[src/rtl/dtq_pkg.sv]
`timescale 1ns / 1ps
package dtq_pkg;

   // Request codes.
   localparam logic [2:0] REQ_ARM_ABS   = 3'd0;
   localparam logic [2:0] REQ_ARM_AFTER = 3'd1;
   localparam logic [2:0] REQ_CANCEL    = 3'd2;
   localparam logic [2:0] REQ_EXPIRE    = 3'd3;
   localparam logic [2:0] REQ_STATS     = 3'd4;

   // Result kinds.
   localparam logic [2:0] KIND_ARM_DONE = 3'd0;
   localparam logic [2:0] KIND_CANCEL   = 3'd1;
   localparam logic [2:0] KIND_FIRED    = 3'd2;
   localparam logic [2:0] KIND_EXP_DONE = 3'd3;
   localparam logic [2:0] KIND_STATS    = 3'd4;

   typedef enum logic [2:0] {
      IDX_HOLD     = 3'd0,
      IDX_ZERO     = 3'd1,
      IDX_INC      = 3'd2,
      IDX_DEC      = 3'd3,
      IDX_LOAD_CNT = 3'd4
   } idx_op_type;

   typedef enum logic [1:0] {
      RD_IDX    = 2'd0,
      RD_IDX_P1 = 2'd1,
      RD_IDX_M1 = 2'd2,
      RD_IDX_PK = 2'd3
   } rd_sel_type;

   typedef enum logic [1:0] {
      WR_NONE   = 2'd0,
      WR_SHIFT  = 2'd1,
      WR_INSERT = 2'd2
   } wr_op_type;

   typedef struct packed {
      logic       latch_req;
      idx_op_type idx_op;
      logic       pos_save;
      rd_sel_type rd_sel;
      wr_op_type  wr_op;
      logic       arm_set;
      logic       unlink_done;
      logic       scan_end;
      logic       hold_slot;
      logic       calc_late;
      logic       fire;
      logic       load_resp;
   } cmd_type;

   typedef struct packed {
      logic in_slot_ok;
      logic in_slot_armed;
      logic idx_ge_cnt;
      logic idx_p1_ge_cnt;
      logic idx_gt_pos;
      logic idx_eq_k;
      logic ord_match;
      logic dl_le_deadline;
      logic dl_le_now;
      logic out_free;
      logic is_cancel;
   } status_type;

endpackage

[src/rtl/dtq_dp.sv]
`timescale 1ns / 1ps
module dtq_dp import dtq_pkg::*; #(
   parameter int NUM_SLOTS = 16
) (
   input  logic        clock,
   input  logic        reset,
   input  cmd_type     cmd,
   output status_type  stat,
   input  logic [2:0]  req_type,
   input  logic [3:0]  req_slot_id,
   input  logic [63:0] req_time_value,
   input  logic [63:0] req_now_time,
   input  logic        rsp_ready,
   output logic        rsp_valid,
   output logic [2:0]  rsp_result_kind,
   output logic [3:0]  rsp_fired_slot,
   output logic        rsp_was_armed,
   output logic [4:0]  rsp_pending_count,
   output logic [63:0] rsp_fired_total,
   output logic [63:0] rsp_max_lateness,
   output logic        rsp_last
);

   localparam int IW = (NUM_SLOTS > 1) ? $clog2(NUM_SLOTS) : 1;
   localparam int CW = $clog2(NUM_SLOTS + 1);

   logic [IW-1:0] ord_mem [NUM_SLOTS];
   logic [63:0]   dl_mem  [NUM_SLOTS];

   logic [2:0]     type_ff;
   logic [3:0]     slot_ff;
   logic           was_ff;
   logic [63:0]    deadline_ff;
   logic [63:0]    now_ff;
   logic [CW-1:0]  idx_ff, idx_in;
   logic [CW-1:0]  pos_ff;
   logic [CW-1:0]  cnt_ff, cnt_in;
   logic [CW-1:0]  k_ff;
   logic [NUM_SLOTS-1:0] armed_ff, armed_in;
   logic [IW-1:0]  h_ff;
   logic [63:0]    late_ff;
   logic [63:0]    fire_ff, fire_in;
   logic [63:0]    worst_ff, worst_in;
   logic [IW-1:0]  ord_q_ff;
   logic [63:0]    dl_q_ff;

   logic           out_valid_ff;
   logic [2:0]     out_kind_ff;
   logic [3:0]     out_slot_ff;
   logic           out_was_ff;
   logic [4:0]     out_pend_ff;
   logic [63:0]    out_total_ff;
   logic [63:0]    out_late_ff;
   logic           out_last_ff;

   logic [IW-1:0]  slot_idx;
   logic [CW-1:0]  rd_pos;
   logic [IW-1:0]  rd_addr;
   logic [2:0]     resp_kind;
   logic [3:0]     resp_slot;

   assign slot_idx = IW'(slot_ff);

   always_comb begin
      unique case (cmd.rd_sel)
         RD_IDX_P1: rd_pos = idx_ff + CW'(1);
         RD_IDX_M1: rd_pos = idx_ff - CW'(1);
         RD_IDX_PK: rd_pos = idx_ff + k_ff;
         default:   rd_pos = idx_ff;
      endcase
      rd_addr = rd_pos[IW-1:0];
   end

   // Status toward the controller.
   always_comb begin
      stat.in_slot_ok     = {28'd0, req_slot_id} < 32'(NUM_SLOTS);
      stat.in_slot_armed  = armed_ff[IW'(req_slot_id)];
      stat.idx_ge_cnt     = idx_ff >= cnt_ff;
      stat.idx_p1_ge_cnt  = ({1'b0, idx_ff} + (CW+1)'(1)) >= {1'b0, cnt_ff};
      stat.idx_gt_pos     = idx_ff > pos_ff;
      stat.idx_eq_k       = idx_ff == k_ff;
      stat.ord_match      = ord_q_ff == slot_idx;
      stat.dl_le_deadline = dl_q_ff <= deadline_ff;
      stat.dl_le_now      = dl_q_ff <= now_ff;
      stat.out_free       = !out_valid_ff || rsp_ready;
      stat.is_cancel      = type_ff == REQ_CANCEL;
   end

   always_comb begin
      unique case (cmd.idx_op)
         IDX_ZERO:     idx_in = '0;
         IDX_INC:      idx_in = idx_ff + CW'(1);
         IDX_DEC:      idx_in = idx_ff - CW'(1);
         IDX_LOAD_CNT: idx_in = cnt_ff;
         default:      idx_in = idx_ff;
      endcase

      cnt_in = cnt_ff;
      if (cmd.unlink_done) begin
         cnt_in = cnt_ff - CW'(1);
      end else if (cmd.arm_set) begin
         cnt_in = cnt_ff + CW'(1);
      end else if (cmd.scan_end) begin
         cnt_in = cnt_ff - idx_ff;
      end

      armed_in = armed_ff;
      if (cmd.unlink_done) begin
         armed_in[slot_idx] = 1'b0;
      end
      if (cmd.arm_set) begin
         armed_in[slot_idx] = 1'b1;
      end
      if (cmd.fire) begin
         armed_in[h_ff] = 1'b0;
      end

      fire_in  = fire_ff + 64'd1;
      worst_in = (late_ff > worst_ff) ? late_ff : worst_ff;
   end

   always_comb begin
      resp_slot = slot_ff;
      unique case (type_ff) inside
         REQ_ARM_ABS, REQ_ARM_AFTER: resp_kind = KIND_ARM_DONE;
         REQ_CANCEL:                 resp_kind = KIND_CANCEL;
         REQ_EXPIRE: begin
            resp_kind = KIND_EXP_DONE;
            resp_slot = 4'd0;
         end
         default: begin
            resp_kind = KIND_STATS;
            resp_slot = 4'd0;
         end
      endcase
   end

   // Control state.
   always_ff @(posedge clock) begin
      if (reset) begin
         idx_ff       <= '0;
         cnt_ff       <= '0;
         armed_ff     <= '0;
         fire_ff      <= '0;
         worst_ff     <= '0;
         out_valid_ff <= 1'b0;
      end else begin
         idx_ff   <= idx_in;
         cnt_ff   <= cnt_in;
         armed_ff <= armed_in;
         if (cmd.fire) begin
            fire_ff  <= fire_in;
            worst_ff <= worst_in;
         end
         if (cmd.fire || cmd.load_resp) begin
            out_valid_ff <= 1'b1;
         end else if (rsp_ready) begin
            out_valid_ff <= 1'b0;
         end
      end
   end

   // Payload registers and memories.
   always_ff @(posedge clock) begin
      if (cmd.latch_req) begin
         type_ff     <= req_type;
         slot_ff     <= req_slot_id;
         was_ff      <= stat.in_slot_ok && stat.in_slot_armed;
         deadline_ff <= (req_type == REQ_ARM_ABS) ? req_time_value
                                                  : req_now_time + req_time_value;
         now_ff      <= req_now_time;
      end
      if (cmd.pos_save) begin
         pos_ff <= idx_ff;
      end
      if (cmd.scan_end) begin
         k_ff <= idx_ff;
      end
      if (cmd.hold_slot) begin
         h_ff <= ord_q_ff;
      end
      if (cmd.calc_late) begin
         late_ff <= now_ff - dl_q_ff;
      end

      unique case (cmd.wr_op)
         WR_SHIFT:  ord_mem[idx_ff[IW-1:0]] <= ord_q_ff;
         WR_INSERT: ord_mem[pos_ff[IW-1:0]] <= slot_idx;
         default:   ;
      endcase
      ord_q_ff <= ord_mem[rd_addr];

      if (cmd.arm_set) begin
         dl_mem[slot_idx] <= deadline_ff;
      end
      dl_q_ff <= dl_mem[ord_q_ff];

      if (cmd.fire) begin
         out_kind_ff  <= KIND_FIRED;
         out_slot_ff  <= 4'(h_ff);
         out_was_ff   <= 1'b0;
         out_pend_ff  <= 5'(cnt_ff);
         out_total_ff <= fire_in;
         out_late_ff  <= worst_in;
         out_last_ff  <= 1'b0;
      end else if (cmd.load_resp) begin
         out_kind_ff  <= resp_kind;
         out_slot_ff  <= resp_slot;
         out_was_ff   <= (type_ff == REQ_CANCEL) && was_ff;
         out_pend_ff  <= 5'(cnt_ff);
         out_total_ff <= fire_ff;
         out_late_ff  <= worst_ff;
         out_last_ff  <= 1'b1;
      end
   end

   assign rsp_valid         = out_valid_ff;
   assign rsp_result_kind   = out_kind_ff;
   assign rsp_fired_slot    = out_slot_ff;
   assign rsp_was_armed     = out_was_ff;
   assign rsp_pending_count = out_pend_ff;
   assign rsp_fired_total   = out_total_ff;
   assign rsp_max_lateness  = out_late_ff;
   assign rsp_last          = out_last_ff;

endmodule

[src/rtl/dtq_ctrl.sv]
`timescale 1ns / 1ps
module dtq_ctrl import dtq_pkg::*; (
   input  logic       clock,
   input  logic       reset,
   input  logic       req_valid,
   input  logic [2:0] req_type,
   output logic       req_ready,
   input  status_type stat,
   output cmd_type    cmd
);

   typedef enum logic [20:0] {
      ST_IDLE      = 21'd1,
      ST_UNL_RD    = 21'd2,
      ST_UNL_CMP   = 21'd4,
      ST_SHL_RD    = 21'd8,
      ST_SHL_WR    = 21'd16,
      ST_FIND_RD   = 21'd32,
      ST_FIND_DL   = 21'd64,
      ST_FIND_CMP  = 21'd128,
      ST_SHR_RD    = 21'd256,
      ST_SHR_WR    = 21'd512,
      ST_INS       = 21'd1024,
      ST_EXP_RD    = 21'd2048,
      ST_EXP_DL    = 21'd4096,
      ST_EXP_CMP   = 21'd8192,
      ST_FIRE_RD   = 21'd16384,
      ST_FIRE_DL   = 21'd32768,
      ST_FIRE_LATE = 21'd65536,
      ST_FIRE_EMIT = 21'd131072,
      ST_COMP_RD   = 21'd262144,
      ST_COMP_WR   = 21'd524288,
      ST_RESP      = 21'd1048576
   } state_type;

   state_type state_ff, state_in;

   assign req_ready = state_ff == ST_IDLE;

   always_comb begin
      state_in        = state_ff;
      cmd             = '0;
      cmd.idx_op      = IDX_HOLD;
      cmd.rd_sel      = RD_IDX;
      cmd.wr_op       = WR_NONE;

      unique case (state_ff)
         ST_IDLE: begin
            if (req_valid) begin
               cmd.latch_req = 1'b1;
               cmd.idx_op    = IDX_ZERO;
               unique case (req_type) inside
                  REQ_ARM_ABS, REQ_ARM_AFTER: begin
                     if (stat.in_slot_ok && stat.in_slot_armed) begin
                        state_in = ST_UNL_RD;
                     end else if (stat.in_slot_ok) begin
                        state_in = ST_FIND_RD;
                     end else begin
                        state_in = ST_RESP;
                     end
                  end
                  REQ_CANCEL: begin
                     state_in = (stat.in_slot_ok && stat.in_slot_armed) ? ST_UNL_RD
                                                                        : ST_RESP;
                  end
                  REQ_EXPIRE: state_in = ST_EXP_RD;
                  REQ_STATS:  state_in = ST_RESP;
                  default:    state_in = ST_IDLE;
               endcase
            end
         end

         // Search the order list for the slot being unlinked.
         ST_UNL_RD: state_in = ST_UNL_CMP;
         ST_UNL_CMP: begin
            if (stat.ord_match) begin
               state_in = ST_SHL_RD;
            end else begin
               cmd.idx_op = IDX_INC;
               state_in   = ST_UNL_RD;
            end
         end

         // Close the gap left by the unlinked slot.
         ST_SHL_RD: begin
            if (stat.idx_p1_ge_cnt) begin
               cmd.unlink_done = 1'b1;
               cmd.idx_op      = IDX_ZERO;
               state_in        = stat.is_cancel ? ST_RESP : ST_FIND_RD;
            end else begin
               cmd.rd_sel = RD_IDX_P1;
               state_in   = ST_SHL_WR;
            end
         end
         ST_SHL_WR: begin
            cmd.wr_op  = WR_SHIFT;
            cmd.idx_op = IDX_INC;
            state_in   = ST_SHL_RD;
         end

         // Walk past every entry whose deadline is at or before the new one.
         ST_FIND_RD: begin
            if (stat.idx_ge_cnt) begin
               cmd.pos_save = 1'b1;
               cmd.idx_op   = IDX_LOAD_CNT;
               state_in     = ST_SHR_RD;
            end else begin
               state_in = ST_FIND_DL;
            end
         end
         ST_FIND_DL: state_in = ST_FIND_CMP;
         ST_FIND_CMP: begin
            if (stat.dl_le_deadline) begin
               cmd.idx_op = IDX_INC;
               state_in   = ST_FIND_RD;
            end else begin
               cmd.pos_save = 1'b1;
               cmd.idx_op   = IDX_LOAD_CNT;
               state_in     = ST_SHR_RD;
            end
         end

         // Open a hole at the insert position, working from the tail.
         ST_SHR_RD: begin
            if (stat.idx_gt_pos) begin
               cmd.rd_sel = RD_IDX_M1;
               state_in   = ST_SHR_WR;
            end else begin
               state_in = ST_INS;
            end
         end
         ST_SHR_WR: begin
            cmd.wr_op  = WR_SHIFT;
            cmd.idx_op = IDX_DEC;
            state_in   = ST_SHR_RD;
         end
         ST_INS: begin
            cmd.wr_op   = WR_INSERT;
            cmd.arm_set = 1'b1;
            state_in    = ST_RESP;
         end

         // Count the expired prefix first so every result carries the final count.
         ST_EXP_RD: begin
            if (stat.idx_ge_cnt) begin
               cmd.scan_end = 1'b1;
               cmd.idx_op   = IDX_ZERO;
               state_in     = ST_FIRE_RD;
            end else begin
               state_in = ST_EXP_DL;
            end
         end
         ST_EXP_DL: state_in = ST_EXP_CMP;
         ST_EXP_CMP: begin
            if (stat.dl_le_now) begin
               cmd.idx_op = IDX_INC;
               state_in   = ST_EXP_RD;
            end else begin
               cmd.scan_end = 1'b1;
               cmd.idx_op   = IDX_ZERO;
               state_in     = ST_FIRE_RD;
            end
         end

         ST_FIRE_RD: begin
            if (stat.idx_eq_k) begin
               cmd.idx_op = IDX_ZERO;
               state_in   = ST_COMP_RD;
            end else begin
               state_in = ST_FIRE_DL;
            end
         end
         ST_FIRE_DL: begin
            cmd.hold_slot = 1'b1;
            state_in      = ST_FIRE_LATE;
         end
         ST_FIRE_LATE: begin
            cmd.calc_late = 1'b1;
            state_in      = ST_FIRE_EMIT;
         end
         ST_FIRE_EMIT: begin
            if (stat.out_free) begin
               cmd.fire   = 1'b1;
               cmd.idx_op = IDX_INC;
               state_in   = ST_FIRE_RD;
            end
         end

         // Move the surviving entries to the head of the list.
         ST_COMP_RD: begin
            if (stat.idx_ge_cnt) begin
               state_in = ST_RESP;
            end else begin
               cmd.rd_sel = RD_IDX_PK;
               state_in   = ST_COMP_WR;
            end
         end
         ST_COMP_WR: begin
            cmd.wr_op  = WR_SHIFT;
            cmd.idx_op = IDX_INC;
            state_in   = ST_COMP_RD;
         end

         ST_RESP: begin
            if (stat.out_free) begin
               cmd.load_resp = 1'b1;
               state_in      = ST_IDLE;
            end
         end

         default: state_in = ST_IDLE;
      endcase
   end

   always_ff @(posedge clock) begin
      if (reset) begin
         state_ff <= ST_IDLE;
      end else begin
         state_ff <= state_in;
      end
   end

endmodule

[src/rtl/deadline_timer_queue.sv]
`timescale 1ns / 1ps
// Timer queue of NUM_SLOTS slots kept in deadline order in two memories (order
// list and per-slot deadline), each read once and written at most once per
// cycle, handled by a controller that walks the list one entry at a time.
// A stats request, or a cancel of an idle slot, goes straight to its result.
// Arming an idle slot runs only the insert walk; re-arming an armed slot first
// runs the unlink search and gap closing, and cancelling an armed slot runs
// those two alone. Expire scans the list for due entries, fires a result per
// due entry, then compacts the surviving entries to the head of the list.
// A result that finds the output register full waits on rsp_ready, stalling
// the controller. A new request is taken once the previous one has placed
// its last result in the output register, so results may wait on rsp_ready
// without blocking it.
module deadline_timer_queue import dtq_pkg::*; #(
   parameter int NUM_SLOTS = 16
) (
   input  logic        clock,
   input  logic        reset,
   input  logic        req_valid,
   output logic        req_ready,
   input  logic [2:0]  req_type,
   input  logic [3:0]  req_slot_id,
   input  logic [63:0] req_time_value,
   input  logic [63:0] req_now_time,
   output logic        rsp_valid,
   input  logic        rsp_ready,
   output logic [2:0]  rsp_result_kind,
   output logic [3:0]  rsp_fired_slot,
   output logic        rsp_was_armed,
   output logic [4:0]  rsp_pending_count,
   output logic [63:0] rsp_fired_total,
   output logic [63:0] rsp_max_lateness,
   output logic        rsp_last
);

   cmd_type    cmd;
   status_type stat;

   dtq_ctrl u_ctrl (
      .clock     (clock),
      .reset     (reset),
      .req_valid (req_valid),
      .req_type  (req_type),
      .req_ready (req_ready),
      .stat      (stat),
      .cmd       (cmd)
   );

   dtq_dp #(
      .NUM_SLOTS (NUM_SLOTS)
   ) u_dp (
      .clock             (clock),
      .reset             (reset),
      .cmd               (cmd),
      .stat              (stat),
      .req_type          (req_type),
      .req_slot_id       (req_slot_id),
      .req_time_value    (req_time_value),
      .req_now_time      (req_now_time),
      .rsp_ready         (rsp_ready),
      .rsp_valid         (rsp_valid),
      .rsp_result_kind   (rsp_result_kind),
      .rsp_fired_slot    (rsp_fired_slot),
      .rsp_was_armed     (rsp_was_armed),
      .rsp_pending_count (rsp_pending_count),
      .rsp_fired_total   (rsp_fired_total),
      .rsp_max_lateness  (rsp_max_lateness),
      .rsp_last          (rsp_last)
   );

endmodule

[config.mk]
export PLATFORM = sky130hd
export DESIGN_NAME = deadline_timer_queue
export DESIGN_NICKNAME = d
export VERILOG_FILES = /design/src/rtl/dtq_pkg.sv /design/src/rtl/dtq_dp.sv /design/src/rtl/dtq_ctrl.sv /design/src/rtl/deadline_timer_queue.sv
export SDC_FILE = /design/constraint.sdc
export NUM_CORES = 2
export LEC_CHECK = 0
export BUFFER_PORTS_ARGS = -buffer_cell sky130_fd_sc_hd__buf_2
export CAP_MARGIN = 5
export CELL_PAD_IN_SITES_DETAIL_PLACEMENT = 1
export CELL_PAD_IN_SITES_GLOBAL_PLACEMENT = 1
export CORE_MARGIN = 2
export CORE_UTILIZATION = 57
export DETAILED_ROUTE_END_ITERATION = 12
export GPL_ROUTABILITY_DRIVEN = 1
export PLACE_DENSITY_LB_ADDON = 0.15
export RECOVER_POWER = 50
export SLEW_MARGIN = 20
export SYNTH_ARGS = -nofsm -noshare
export SYNTH_HDL_FRONTEND = slang
export SYNTH_HIERARCHICAL = 1
export SYNTH_SLANG_ARGS = --single-unit
export TNS_END_PERCENT = 20
[constraint.sdc]
create_clock -name clock -period 16.3 [get_ports clock]
set_input_delay 3.26 -clock clock [delete_from_list [all_inputs] [get_ports clock]]
set_output_delay 3.26 -clock clock [all_outputs]
set_load 0.02 [all_outputs]
==> run_summary.xml <==
<?xml version="1.0" encoding="UTF-8"?>
<metrics>
  <group name="setup_path">
    <metric name="timing_worst_setup_path_type" unit="">register to register</metric>
    <metric name="timing.critical_path.required" unit="ps">16970</metric>
    <metric name="regToRegSetupSlack" unit="ps">6960</metric>
    <metric name="timing.critical_path.arrival" unit="ps">10000</metric>
    <metric name="timing.critical_path.fanout_max" unit="">68</metric>
    <metric name="cp_slowest_cell" unit="">sky130_fd_sc_hd__clkbuf_1</metric>
    <metric name="crit_path_start_kind" unit="">register</metric>
    <metric name="critPathMaxStageDelay" unit="ps">3100</metric>
    <metric name="critical_path.n_buffers_inverters" unit="">3</metric>
    <metric name="path_delay_family" unit="">buffers and inverters</metric>
    <metric name="worst_setup_end_kind" unit="">register</metric>
    <metric name="cell_breakdown_of_the_critical_path" unit="">clkbuf_1 &gt; clkbuf_1 &gt; buf_4 &gt; mux4_2 &gt; mux4_2</metric>
  </group>
  <group name="synth">
    <metric name="syn-mean-instance-area" unit="um^2">15.2</metric>
    <metric name="synth_area" unit="um^2">74200</metric>
    <metric name="yosys.area.top_type" unit="">sky130_fd_sc_hd__edfxtp_1</metric>
    <metric name="syn-num-nets" unit="">5309</metric>
    <metric name="synth.area.top_cells" unit="">sky130_fd_sc_hd__edfxtp_1 (58%), sky130_fd_sc_hd__mux4_2 (9.9%), sky130_fd_sc_hd__dfxtp_1 (6.7%)</metric>
    <metric name="ys.flop_type" unit="">sky130_fd_sc_hd__edfxtp_1</metric>
    <metric name="post-synth-top-count-cell" unit="">sky130_fd_sc_hd__edfxtp_1</metric>
    <metric name="ys_seq_area_share" unit="%">65.0</metric>
    <metric name="yosys.area.top_type_share" unit="%">58.3</metric>
    <metric name="synth_cell_type_count" unit="">106</metric>
    <metric name="async_reset_ff_share" unit="%">0</metric>
    <metric name="netlist_top_cells_count" unit="">sky130_fd_sc_hd__edfxtp_1 (1,439), sky130_fd_sc_hd__mux4_2 (325), sky130_fd_sc_hd__inv_1 (283)</metric>
    <metric name="ys.warnings.count" unit="">6</metric>
    <metric name="synthesis.instances" unit="">4887</metric>
    <metric name="postSynthRegisterBits" unit="">1688</metric>
    <metric name="synth-edff-count" unit="">1439</metric>
  </group>
  <group name="clock_tree">
    <metric name="number_of_buffers_between_clock_root_and_the_deepest_sink" unit="">3</metric>
    <metric name="clk_pin_slew" unit="ps">60</metric>
    <metric name="cts_resized" unit="">0</metric>
    <metric name="cts.sink_count" unit="">1688</metric>
    <metric name="tritoncts" unit="">built</metric>
    <metric name="tritoncts.num_buffers" unit="">174</metric>
    <metric name="ctsHoldBuffers" unit="">0</metric>
    <metric name="cts_root_buffer" unit="">sky130_fd_sc_hd__clkbuf_16</metric>
    <metric name="post_cts.repair.setup_buffers" unit="">0</metric>
    <metric name="cts-htree-levels" unit="">4</metric>
    <metric name="worst_skew_pair.late_latency" unit="ps">830</metric>
  </group>
  <group name="detailed_routing">
    <metric name="route.met2.wl" unit="um">105000</metric>
    <metric name="route.detailed.vias_per_inst" unit="">6.42</metric>
    <metric name="post_drt_wl_per_cell" unit="um">30.4</metric>
    <metric name="detailroute.wirelength.met3" unit="um">16900</metric>
    <metric name="dr.first_iter.drc_count" unit="">4588</metric>
    <metric name="first_pass_iters" unit="">5</metric>
    <metric name="route.final.wire_length" unit="um">216000</metric>
    <metric name="number_of_routed_nets_with_antenna_violations" unit="">0</metric>
    <metric name="remaining_drc_errors" unit="">0</metric>
    <metric name="highest_metal_layer_used_by_the_detailed_router" unit="">met5</metric>
    <metric name="wl_met1" unit="um">86200</metric>
    <metric name="dr_total_vias" unit="">45747</metric>
  </group>
  <group name="sta">
    <metric name="post-route-period-util" unit="%">57.3</metric>
    <metric name="tightestPinTransition" unit="ps">4280</metric>
    <metric name="hold_violation_count_in_the_final_report" unit="">0</metric>
    <metric name="timing.final.ws_setup" unit="ps">6960</metric>
    <metric name="fin_worst_hold_slack" unit="ps">497</metric>
    <metric name="timing.final.setup_violations" unit="">0</metric>
    <metric name="max_slew_margin" unit="%">-186</metric>
    <metric name="achievable-frequency" unit="GHz">0.107</metric>
    <metric name="clock_skew" unit="ps">31.5</metric>
    <metric name="timing.final.max_slew_violations" unit="">682</metric>
    <metric name="final_period_minus_worst_setup_slack" unit="ps">9340</metric>
    <metric name="grt_setup_unrepaired" unit="">false</metric>
    <metric name="setup_tns" unit="ps">0</metric>
  </group>
  <group name="grt">
    <metric name="globalRouteOverflowTotal" unit="">0</metric>
    <metric name="gr-usage-all-layers" unit="%">33.0</metric>
    <metric name="antenna_violations_before_repair" unit="">13</metric>
    <metric name="grt_first_pass_wirelength" unit="um">319000</metric>
    <metric name="maximum_number_of_pins_on_one_net_before_global_route_repair" unit="">102</metric>
    <metric name="first_global_vias" unit="">47984</metric>
  </group>
  <group name="run_status">
    <metric name="outcome" unit="">finished, violations left</metric>
    <metric name="violated_checks" unit="">max-capacitance violations, max-slew violations</metric>
  </group>
  <group name="place">
    <metric name="io_buffers" unit="">282</metric>
    <metric name="post-dp-hpwl" unit="um">139000</metric>
    <metric name="pre_cts_setup_slack" unit="ps">8960</metric>
    <metric name="gp_routability_congestion" unit="">0.943</metric>
  </group>
  <group name="layout">
    <metric name="regArea" unit="um^2">48200</metric>
    <metric name="largest_register_ff_count" unit="">1024</metric>
    <metric name="combined_area_of_the_multi_input_logic_cells" unit="um^2">24200</metric>
    <metric name="regMostFlops" unit="">u_dp/dl_mem</metric>
    <metric name="fillCellCount" unit="">11737</metric>
    <metric name="share_of_layout_cells_above_drive_strength_1" unit="%">18.2</metric>
    <metric name="final_core_util" unit="%">64.4</metric>
    <metric name="area_growth_syn_to_layout" unit="%">12.3</metric>
    <metric name="final_net_count" unit="">5647</metric>
  </group>
  <group name="floorplanning">
    <metric name="placementRows" unit="">132</metric>
    <metric name="design.die.area" unit="um^2">133000</metric>
    <metric name="io_pins" unit="">283</metric>
    <metric name="die-width" unit="um">365</metric>
    <metric name="initial_core_util" unit="%">57.3</metric>
    <metric name="die_height" unit="um">365</metric>
    <metric name="core_area" unit="um^2">129000</metric>
  </group>
  <group name="run">
    <metric name="drv_cap" unit="">19</metric>
  </group>
  <group name="hold_path">
    <metric name="worstHoldPathType" unit="">register to register</metric>
  </group>
  <group name="pwr">
    <metric name="power.ir.vdd_worst" unit="uV">124</metric>
    <metric name="report.power.total" unit="mW">11.5</metric>
    <metric name="power_dens_cells" unit="nW/um^2">139</metric>
    <metric name="p_leak" unit="nW">29.3</metric>
  </group>
</metrics>
kinds of logic after synthesis:
group,Yosys count,share of synthesized area (%)
buffers and inverters,461,2.39
and+or+nand+nor,1037,7.27
xor gates and xnor gates,195,2.30
DFF,1688,65.0
muxes,424,11.3
AOI/OAI and AO/OA,798,6.88
adders and majority gates,283,4.82
other,1,0.00506
final cells by class:
type	instances	area share, %
Sequential cell	1688	57.9
Clock inverter	82	1.20
Clock buffer	240	5.82
Timing Repair Buffer	340	2.10
Multi-Input combinational cell	2738	29.1
Antenna cell	8	0.0240
Inverter	283	1.30
Tap cell	1742	2.62
routing by layer:
layer  vias to the layer above  GRT usage (%)
met4                         4           13.3
met1                     23730           44.1
met5                         -              0
li1                      19499              -
met2                      2079           53.5
met3                       435           6.32
where the power goes:
part	internal [mW]	switching, mW
clock network	2.37	1.70
logic	0.925	1.28
registers	4.98	0.278
total	8.28	3.26
worst min-delay path: cells and delay by family (launching register included):
family,cells,cell delay [ps]
AOI/OAI and AO/OA,2,140
DFF,1,310
per-stage QoR:
| step | instances | cell area (um^2) |
|---|---|---|
| after detailed placement | 6790 | 77600 |
| after floorplan | 4887 | 74200 |
| final | 7121 | 83300 |
| after global routing | 7119 | 83300 |
| after CTS | 7112 | 83400 |
| after global placement | 6790 | 77600 |
worst paths after layout:
kind                    start                to  cells after the start
min          u_dp/armed_ff[9]  u_dp/armed_ff[9]                      2
max          u_dp/ord_q_ff[1]  u_dp/dl_q_ff[20]                      5
max reg2reg  u_dp/ord_q_ff[1]  u_dp/dl_q_ff[20]                      5
min reg2reg  u_dp/armed_ff[9]  u_dp/armed_ff[9]                      2
layout by cell type (no fill, tap or decap), types with 176 or more instances in the layout:
cell	synthesis	final
sky130_fd_sc_hd__clkbuf_16	0	176
sky130_fd_sc_hd__buf_2	0	215
sky130_fd_sc_hd__nor2_1	247	242
sky130_fd_sc_hd__edfxtp_1	1439	1439
sky130_fd_sc_hd__inv_1	283	272
sky130_fd_sc_hd__nor2b_1	191	191
sky130_fd_sc_hd__nand2_1	203	204
sky130_fd_sc_hd__a21oi_1	269	267
sky130_fd_sc_hd__ha_1	279	279
sky130_fd_sc_hd__mux4_2	325	325
sky130_fd_sc_hd__dfxtp_1	249	249
Note: power is estimated with default switching activity, not from simulation.
